## config.mk

```make
export PLATFORM = sky130hd
export DESIGN_NAME = fractional_divider_rate_solver_top
export DESIGN_NICKNAME = d
export VERILOG_FILES = /design/src/hw/rtl/frds_pkg.sv /design/src/hw/rtl/frds_div.sv /design/src/hw/rtl/frds_ctrl.sv /design/src/hw/rtl/fractional_divider_rate_solver_top.sv
export SDC_FILE = /design/constraint.sdc
export NUM_CORES = 1
export LEC_CHECK = 0
export BUFFER_PORTS_ARGS = -buffer_cell sky130_fd_sc_hd__buf_2
export CAP_MARGIN = 30
export CORE_UTILIZATION = 35
export CTS_CLUSTER_DIAMETER = 150
export CTS_CLUSTER_SIZE = 8
export DETAILED_ROUTE_END_ITERATION = 8
export PLACE_DENSITY = 0.57
export SLEW_MARGIN = 40
export SYNTH_ARGS = -nofsm -noshare
export SYNTH_HDL_FRONTEND = slang
export SYNTH_HIERARCHICAL = 1
export SYNTH_SLANG_ARGS = --single-unit
```

## constraint.sdc

```tcl
create_clock -name clk_i -period 6.57 [get_ports clk_i]
set_clock_uncertainty 0.05 [all_clocks]
set_input_delay 0.3285 -clock clk_i [delete_from_list [all_inputs] [get_ports clk_i]]
set_output_delay 0.3285 -clock clk_i [all_outputs]
set_load 0.02 [all_outputs]
```

## src/hw/rtl/frds_pkg.sv

```systemverilog
// Package for the fractional divider rate solver.
// Holds widths, codes, the FSM state type and the beat and divider structs.
// No dependencies.
package frds_pkg;

  // Field widths
  localparam int FracBits = 14;
  localparam int IntBits  = 9;
  localparam int RateBits = 32;

  // Divider limits
  localparam int IntMin = 4;
  localparam int IntMax = (1 << IntBits) - 1;

  // Shared divider sizing: dividend is rate * 2^F plus a rounding term
  localparam int DivNBits = RateBits + FracBits + 1;
  localparam int DivDBits = (RateBits > IntBits + FracBits) ? RateBits : IntBits + FracBits;
  localparam int CntBits  = $clog2(DivNBits);
  // Integer part of the quotient, above the fraction bits
  localparam int DivHiBits = DivNBits - FracBits;

  // Operation codes
  localparam logic OpSet    = 1'b0;
  localparam logic OpRecalc = 1'b1;

  typedef enum logic [1:0] {
    StIdle,
    StDivide,
    StFinish
  } state_e;

  typedef struct packed {
    logic                operation;
    logic [RateBits-1:0] src_rate;
    logic [RateBits-1:0] target_rate;
  } in_beat_t;

  typedef struct packed {
    logic [RateBits-1:0] output_rate;
    logic [IntBits-1:0]  integer_divider;
    logic [FracBits-1:0] fraction_value;
    logic                error_flag;
  } out_beat_t;

  typedef struct packed {
    logic                start;
    logic [DivNBits-1:0] dividend;
    logic [DivDBits-1:0] divisor;
  } div_req_t;

  typedef struct packed {
    logic                done;
    logic [DivNBits-1:0] quotient;
    logic                rem_nz;
  } div_rsp_t;

endpackage

```

## src/hw/rtl/frds_div.sv

```systemverilog
// Shared restoring divider, one quotient bit per cycle.
// Depends on frds_pkg (widths, div_req_t, div_rsp_t).
// Quotient and remainder flag stay stable after done until the next start.
module frds_div (
  input  logic              clk_i,
  input  logic              rst_ni,
  input  frds_pkg::div_req_t req_i,
  output frds_pkg::div_rsp_t rsp_o
);

  logic                          busy_q, busy_d;
  logic                          done_q, done_d;
  logic [frds_pkg::CntBits-1:0]  cnt_q, cnt_d;
  logic [frds_pkg::DivNBits-1:0] shreg_q, shreg_d;
  logic [frds_pkg::DivDBits-1:0] div_q, div_d;
  logic [frds_pkg::DivDBits-1:0] rem_q, rem_d;

  logic [frds_pkg::DivDBits:0]   trial;
  logic [frds_pkg::DivDBits+1:0] diff;
  logic                          qbit;

  // One restoring step: shift in next dividend bit, try subtract
  always_comb begin
    trial = {rem_q, shreg_q[frds_pkg::DivNBits-1]};
    diff  = {1'b0, trial} - {2'b00, div_q};
    qbit  = ~diff[frds_pkg::DivDBits+1];
  end

  // Sequencing of the iterations
  always_comb begin
    busy_d  = busy_q;
    done_d  = 1'b0;
    cnt_d   = cnt_q;
    shreg_d = shreg_q;
    div_d   = div_q;
    rem_d   = rem_q;
    if (req_i.start) begin
      busy_d  = 1'b1;
      cnt_d   = '0;
      shreg_d = req_i.dividend;
      div_d   = req_i.divisor;
      rem_d   = '0;
    end else if (busy_q) begin
      shreg_d = {shreg_q[frds_pkg::DivNBits-2:0], qbit};
      rem_d   = qbit ? diff[frds_pkg::DivDBits-1:0] : trial[frds_pkg::DivDBits-1:0];
      cnt_d   = cnt_q + 1'b1;
      if (cnt_q == frds_pkg::CntBits'(frds_pkg::DivNBits - 1)) begin
        busy_d = 1'b0;
        done_d = 1'b1;
      end
    end
  end

  always_ff @(posedge clk_i or negedge rst_ni) begin
    if (!rst_ni) begin
      busy_q <= 1'b0;
      done_q <= 1'b0;
      cnt_q  <= '0;
    end else begin
      busy_q <= busy_d;
      done_q <= done_d;
      cnt_q  <= cnt_d;
    end
  end

  // Datapath registers, no reset
  always_ff @(posedge clk_i) begin
    shreg_q <= shreg_d;
    div_q   <= div_d;
    rem_q   <= rem_d;
  end

  assign rsp_o.done     = done_q;
  assign rsp_o.quotient = shreg_q;
  assign rsp_o.rem_nz   = |rem_q;

endmodule

```

## src/hw/rtl/frds_ctrl.sv

```systemverilog
// Sequencer of the rate solver: handshakes, held divider settings, rounding,
// clamping and the output register. Depends on frds_pkg; drives frds_div.
module frds_ctrl (
  input  logic               clk_i,
  input  logic               rst_ni,
  input  logic               cfg_we_i,
  input  logic               cfg_data_i,
  input  logic               in_valid_i,
  output logic               in_ready_o,
  input  frds_pkg::in_beat_t  in_data_i,
  output logic               out_valid_o,
  input  logic               out_ready_i,
  output frds_pkg::out_beat_t out_data_o,
  output frds_pkg::div_req_t  div_req_o,
  input  frds_pkg::div_rsp_t  div_rsp_i
);

  frds_pkg::state_e              state_q, state_d;
  logic                          round_q;
  logic [frds_pkg::IntBits-1:0]  int_q;
  logic [frds_pkg::FracBits-1:0] frac_q;
  logic                          op_q;
  logic                          ceil_q;
  logic                          err_q;
  logic                          out_valid_q;
  frds_pkg::out_beat_t           out_data_q;

  logic                           accept;
  logic                           early_err;
  logic                           out_free;
  logic                           load;
  logic                           div_start;
  logic [frds_pkg::DivNBits-1:0]  q_adj;
  logic [frds_pkg::DivHiBits-1:0] q_hi;
  logic [frds_pkg::IntBits-1:0]   new_int;
  logic [frds_pkg::FracBits-1:0]  new_frac;
  frds_pkg::out_beat_t            result;

  assign accept   = in_valid_i & in_ready_o;
  assign out_free = ~out_valid_q | out_ready_i;

  // Cases that need no division
  always_comb begin
    if (in_data_i.operation == frds_pkg::OpSet) begin
      early_err = (in_data_i.target_rate == '0);
    end else begin
      early_err = (int_q < frds_pkg::IntBits'(frds_pkg::IntMin));
    end
  end

  // Divider operands: set divides parent*2^F (+T/2 for nearest) by target,
  // recalc divides parent*2^F by int*2^F+frac
  always_comb begin
    div_req_o.start    = div_start;
    div_req_o.dividend = {{(frds_pkg::DivNBits-frds_pkg::RateBits){1'b0}},
                          in_data_i.src_rate} << frds_pkg::FracBits;
    if (in_data_i.operation == frds_pkg::OpSet) begin
      if (round_q) begin
        div_req_o.dividend = div_req_o.dividend
                           + frds_pkg::DivNBits'(in_data_i.target_rate >> 1);
      end
      div_req_o.divisor = frds_pkg::DivDBits'(in_data_i.target_rate);
    end else begin
      div_req_o.divisor = frds_pkg::DivDBits'({int_q, frac_q});
    end
  end

  // Next state
  always_comb begin
    state_d = state_q;
    unique case (state_q)
      frds_pkg::StIdle: begin
        if (in_valid_i) begin
          state_d = early_err ? frds_pkg::StFinish : frds_pkg::StDivide;
        end
      end
      frds_pkg::StDivide: begin
        if (div_rsp_i.done) begin
          state_d = frds_pkg::StFinish;
        end
      end
      frds_pkg::StFinish: begin
        if (out_free) begin
          state_d = frds_pkg::StIdle;
        end
      end
      default: state_d = frds_pkg::StIdle;
    endcase
  end

  // FSM outputs
  always_comb begin
    in_ready_o = 1'b0;
    div_start  = 1'b0;
    load       = 1'b0;
    unique case (state_q)
      frds_pkg::StIdle: begin
        in_ready_o = 1'b1;
        div_start  = in_valid_i & ~early_err;
      end
      frds_pkg::StDivide: begin
      end
      frds_pkg::StFinish: begin
        load = out_free;
      end
      default: begin
      end
    endcase
  end

  // Ceiling correction and clamping of the quotient
  always_comb begin
    q_adj = div_rsp_i.quotient
          + frds_pkg::DivNBits'(ceil_q & div_rsp_i.rem_nz);
    q_hi  = q_adj[frds_pkg::DivNBits-1:frds_pkg::FracBits];
    if (q_hi < frds_pkg::DivHiBits'(frds_pkg::IntMin)) begin
      new_int  = frds_pkg::IntBits'(frds_pkg::IntMin);
      new_frac = '0;
    end else if (q_hi > frds_pkg::DivHiBits'(frds_pkg::IntMax)) begin
      new_int  = frds_pkg::IntBits'(frds_pkg::IntMax);
      new_frac = '1;
    end else begin
      new_int  = q_hi[frds_pkg::IntBits-1:0];
      new_frac = q_adj[frds_pkg::FracBits-1:0];
    end
  end

  // Result beat
  always_comb begin
    result.output_rate     = '0;
    result.integer_divider = int_q;
    result.fraction_value  = frac_q;
    result.error_flag      = err_q;
    if (!err_q) begin
      if (op_q == frds_pkg::OpSet) begin
        result.integer_divider = new_int;
        result.fraction_value  = new_frac;
      end else begin
        result.output_rate = q_adj[frds_pkg::RateBits-1:0];
      end
    end
  end

  always_ff @(posedge clk_i or negedge rst_ni) begin
    if (!rst_ni) begin
      state_q     <= frds_pkg::StIdle;
      round_q     <= 1'b0;
      int_q       <= '0;
      frac_q      <= '0;
      out_valid_q <= 1'b0;
    end else begin
      state_q <= state_d;
      if (cfg_we_i) begin
        round_q <= cfg_data_i;
      end
      if (load) begin
        int_q  <= result.integer_divider;
        frac_q <= result.fraction_value;
      end
      if (load) begin
        out_valid_q <= 1'b1;
      end else if (out_ready_i) begin
        out_valid_q <= 1'b0;
      end
    end
  end

  // Per-item context and output payload
  always_ff @(posedge clk_i) begin
    if (accept) begin
      op_q   <= in_data_i.operation;
      ceil_q <= (in_data_i.operation == frds_pkg::OpRecalc) | ~round_q;
      err_q  <= early_err;
    end
    if (load) begin
      out_data_q <= result;
    end
  end

  assign out_valid_o = out_valid_q;
  assign out_data_o  = out_data_q;

endmodule

```

## src/hw/rtl/fractional_divider_rate_solver_top.sv

```systemverilog
// Top level of the fractional divider rate solver.
// Depends on frds_pkg, frds_ctrl and frds_div.
//
//   port group  | dir | handshake          | payload
//   in_*        | in  | in_valid/in_ready  | in_beat_t (operation, parent, target)
//   out_*       | out | out_valid/out_ready| out_beat_t (rate, int, frac, error)
//   cfg_*       | in  | cfg_we, no wait    | round_closest bit
//
// A set or recalc beat is accepted, then runs one iteration of the shared
// restoring divider per dividend bit (one quotient bit each), one step to
// report done and one to round, clamp and load the output register. Error
// beats (zero target, divider below four) skip the divider.
// The block takes no new beat until the current one has been written to the
// output register; a stalled output holds the block in its final step.
// Reset clears the held divider to zero and round_closest to 0.
module fractional_divider_rate_solver_top (
  input  logic               clk_i,
  input  logic               rst_ni,
  input  logic               cfg_we_i,
  input  logic               cfg_data_i,
  input  logic               in_valid_i,
  output logic               in_ready_o,
  input  frds_pkg::in_beat_t  in_data_i,
  output logic               out_valid_o,
  input  logic               out_ready_i,
  output frds_pkg::out_beat_t out_data_o
);

  frds_pkg::div_req_t div_req;
  frds_pkg::div_rsp_t div_rsp;

  frds_ctrl u_ctrl (
    .clk_i      (clk_i),
    .rst_ni     (rst_ni),
    .cfg_we_i   (cfg_we_i),
    .cfg_data_i (cfg_data_i),
    .in_valid_i (in_valid_i),
    .in_ready_o (in_ready_o),
    .in_data_i  (in_data_i),
    .out_valid_o(out_valid_o),
    .out_ready_i(out_ready_i),
    .out_data_o (out_data_o),
    .div_req_o  (div_req),
    .div_rsp_i  (div_rsp)
  );

  frds_div u_div (
    .clk_i (clk_i),
    .rst_ni(rst_ni),
    .req_i (div_req),
    .rsp_o (div_rsp)
  );

endmodule

```

==> run metrics <==
status=complete, no violations; input/output buffers=between 100 and 150; Setup WS pre-CTS=2510 ps; slew margin rel.=0.436; CP startpoint kind=register; Post-route DRC=0; TritonCTS buffer count=29; Remaining Overflow, GRT=0; CP arrival=around 4300 ps; final setup fails=0; First DRT Iteration DRCs=1028; final WL=roughly 40000 µm; fin area=15100 µm²; CTS tree=yes; drt wl/cell=19.9 µm; placed insts=between 1500 and 2000; Pleak=5.71 nW; final hold vios=0; WS Path Type=reg -> reg; asr flop ratio synth=0.171; share of cells above drive strength 1=0.199; VDD IR max=about 200 µV; YS warnings=6; largest net degree at the start of global routing=111; max-slew violations=0; FILL cells=3586; Clock Path Buffers=3; ANT cells=0; Register Area=5660 µm²; vias in the first global route=10700; Post-synth EDFFs=approximately 140; Die Height=195 µm; CORE AREA=around 37000 µm²; initial antenna violation count=0; CTS H-tree lvls=1; Pwr Total=between 0.006 and 0.007 W; syn avg cell area=9.74 µm²; clk_lat worst skew=550 ps; Post-Syn Instances=1345; DR vias/cell=5.58; Worst-path clk slew=approximately 50 ps; first-pass GRT wire length=60400 µm; Cell Rows=70; Worst-Margin Slew=838 ps; all-layer global routing usage=0.201; Initial Util=0.357; FF+latch count, synth=205; postcts setup bufs=0; crit path max fanout=16; total of max-cap violations=0; commonest cells after routing, fill and taps aside=161 x nor2_1, 138 x edfxtp_1, 127 x buf_2; Tmin final=4120 ps; Pre-antenna DRT Iters=5; Max Clk Rate=242 MHz; post-route setup TNS=0 ps; Multi-input gate area=around 7000 µm²; Final Cycle Share=0.628; area of the mapped netlist=13100 µm²; hpwl dp=around 29000 µm; commonest non-fill, non-tap cell in the layout=nor2_1; Die Wd=195 µm; DR vias=around 11000; Non-Filler Instances=between 1500 and 2000; RSZ-0062 raised after global routing=false; num ports=about 130; pwr dens=409 nW/µm²; CTS Sinks=205; CP required=6780 ps; post-synthesis sequential area ratio=0.432; synth unique cells=77; die area=38200 µm²; dpl cell area=14200 µm²; final net count=roughly 1600; Worst Setup Slack, final=2450 ps; Syn Nets=1471; clock root cell=clkbuf_16; remaining antenna violation count after routing=0; area delta synth->final=15.0%; critical path endpoint category=register; Min-Delay Path Class=in -> reg; Synth Flop Type=edfxtp_1; routability cong.=just over 0.9
final timing paths:
check,startpoint,slack [ps],depth (start not counted),to
max,u_div/rem_q[24]$_SDFFE_PP0P_,2450,13,u_ctrl/out_data_o[4]$_DFFE_PP_
min,out_ready_i,90,3,u_ctrl/out_valid_o$_DFFE_PN0P_
max reg2reg,u_div/rem_q[24]$_SDFFE_PP0P_,2450,13,u_ctrl/out_data_o[4]$_DFFE_PP_
min reg2reg,u_div/rem_q[10]$_SDFFE_PP0P_,450,2,u_div/rem_q[10]$_SDFFE_PP0P_
max in group asynchronous,rst_ni,5800,2,u_ctrl/int_q[8]$_DFFE_PN0P_
min in group asynchronous,rst_ni,280,2,u_div/cnt_q[0]$_DFFE_PN0P_
cells by family (layout without fill, tap and decap cells):
logic type               after synthesis  in the layout  share of synthesized area
AND/OR/NAND/NOR                      510            510                      0.197
adder cells (fa/ha/maj)               55             55                     0.0537
AO/OA/AOI/OAI                        278            278                      0.142
buffers and inverters                116            253                     0.0388
multiplexers                          88             88                     0.0742
flip-flops                           205            205                      0.432
XOR/XNOR                              93             93                     0.0622
what timing repair did:
action / CTS / global route
setup endpoints to repair: 0 / 0
endpoints found under the hold margin: 36 / 0
gates resized for setup: 0 / 0
hold buffers: 3 / 0
cell type report:
cell class / count / area share
multi-input cells: 1024 / 0.463
inverters: 52 / 0.0130
repair buffers: 147 / 0.0540
flip-flops and latches: 205 / 0.376
well taps: 468 / 0.0389
clock buffers: 52 / 0.0539
clock inverters: 2 / 0.00166
stage by stage:
step	hold slack (ps)	util
2_1_floorplan	-17.1	-
6_report	93.1	0.410
3_5_place_dp	320	0.387
4_1_cts	64.2	0.410
3_3_place_gp	441	0.386
5_1_grt	83.9	0.410
Yosys cell counts, types with 7 or more instances:
library cell  count  area share
and3_1           12      0.0057
o31ai_1           9      0.0052
or3_1             8      0.0038
nor2b_1          20      0.0096
o211ai_1          7      0.0040
buf_2             7      0.0027
a21oi_1          56       0.021
nand3_1          32       0.012
dfrtp_1          35       0.067
xor2_1           52       0.035
nor3_1           24      0.0092
nor4_1           26       0.012
a32oi_1           7      0.0047
o21ai_0          50       0.019
and2_1           28       0.013
a211oi_1         23       0.013
xnor2_1          41       0.027
buf_6             7      0.0060
dfxtp_1          32       0.049
nand2_1          92       0.026
a31oi_1          45       0.021
or2_2            19      0.0091
a41oi_1          15       0.010
and4_1           12      0.0080
a21o_1           13      0.0074
mux2_2           73       0.063
clkbuf_1         43       0.012
inv_1            51       0.015
nor2_1          163       0.047
ha_1             53       0.051
edfxtp_1        138        0.32
nand2b_1         10      0.0048
nand4_1          41       0.020
mux2i_1          15       0.011
sequential cells by signal (all words and copies together) (netlist names):
name / flops
u_div/busy_q: 1
u_div/cnt_q: 6
u_ctrl/op_q: 1
u_ctrl/int_q: 9
u_ctrl/out_data_o: 56
u_ctrl/state_q: 2
u_ctrl/out_valid_o: 1
u_div/done_q: 1
u_ctrl/round_q: 1
u_div/div_q: 32
u_ctrl/ceil_q: 1
u_ctrl/frac_q: 14
u_ctrl/err_q: 1
u_div/shreg_q: 47
u_div/rem_q: 32
metal layers:
metal	part of all wire	wire (µm)	up-vias	GRT usage
li1	-	-	5201	-
met1	0.43	16800	5256	0.262
met2	0.47	18400	328	0.337
met3	0.051	1980	92	0.0228
met4	0.043	1690	0	0.0892
met5	0	0	-	0
worst max-delay path, cell delays in order, from the launching register on:
cell and delay, ps:
dfxtp_1 340, nor4_1 410, nand4_1 220, or2_2 330, and2_1 180, ha_1 240
ha_1 280, nand2_1 230, or3_1 150, nor3_1 50, o31ai_2 260, buf_4 270
and2_1 640, a31oi_1 200
power breakdown:
| group | internal, W | leakage [nW] | total (W) | switching, W |
|---|---|---|---|---|
| sequential | 0.00179 | 1.92 | 0.00222 | 0.000430 |
| clock | 0.000827 | 0.398 | 0.00138 | 0.000554 |
| combinational | 0.00108 | 3.39 | 0.00255 | 0.00147 |
| total | 0.00370 | 5.71 | 0.00616 | 0.00246 |
No activity file was read; power rests on OpenSTA's default activity.
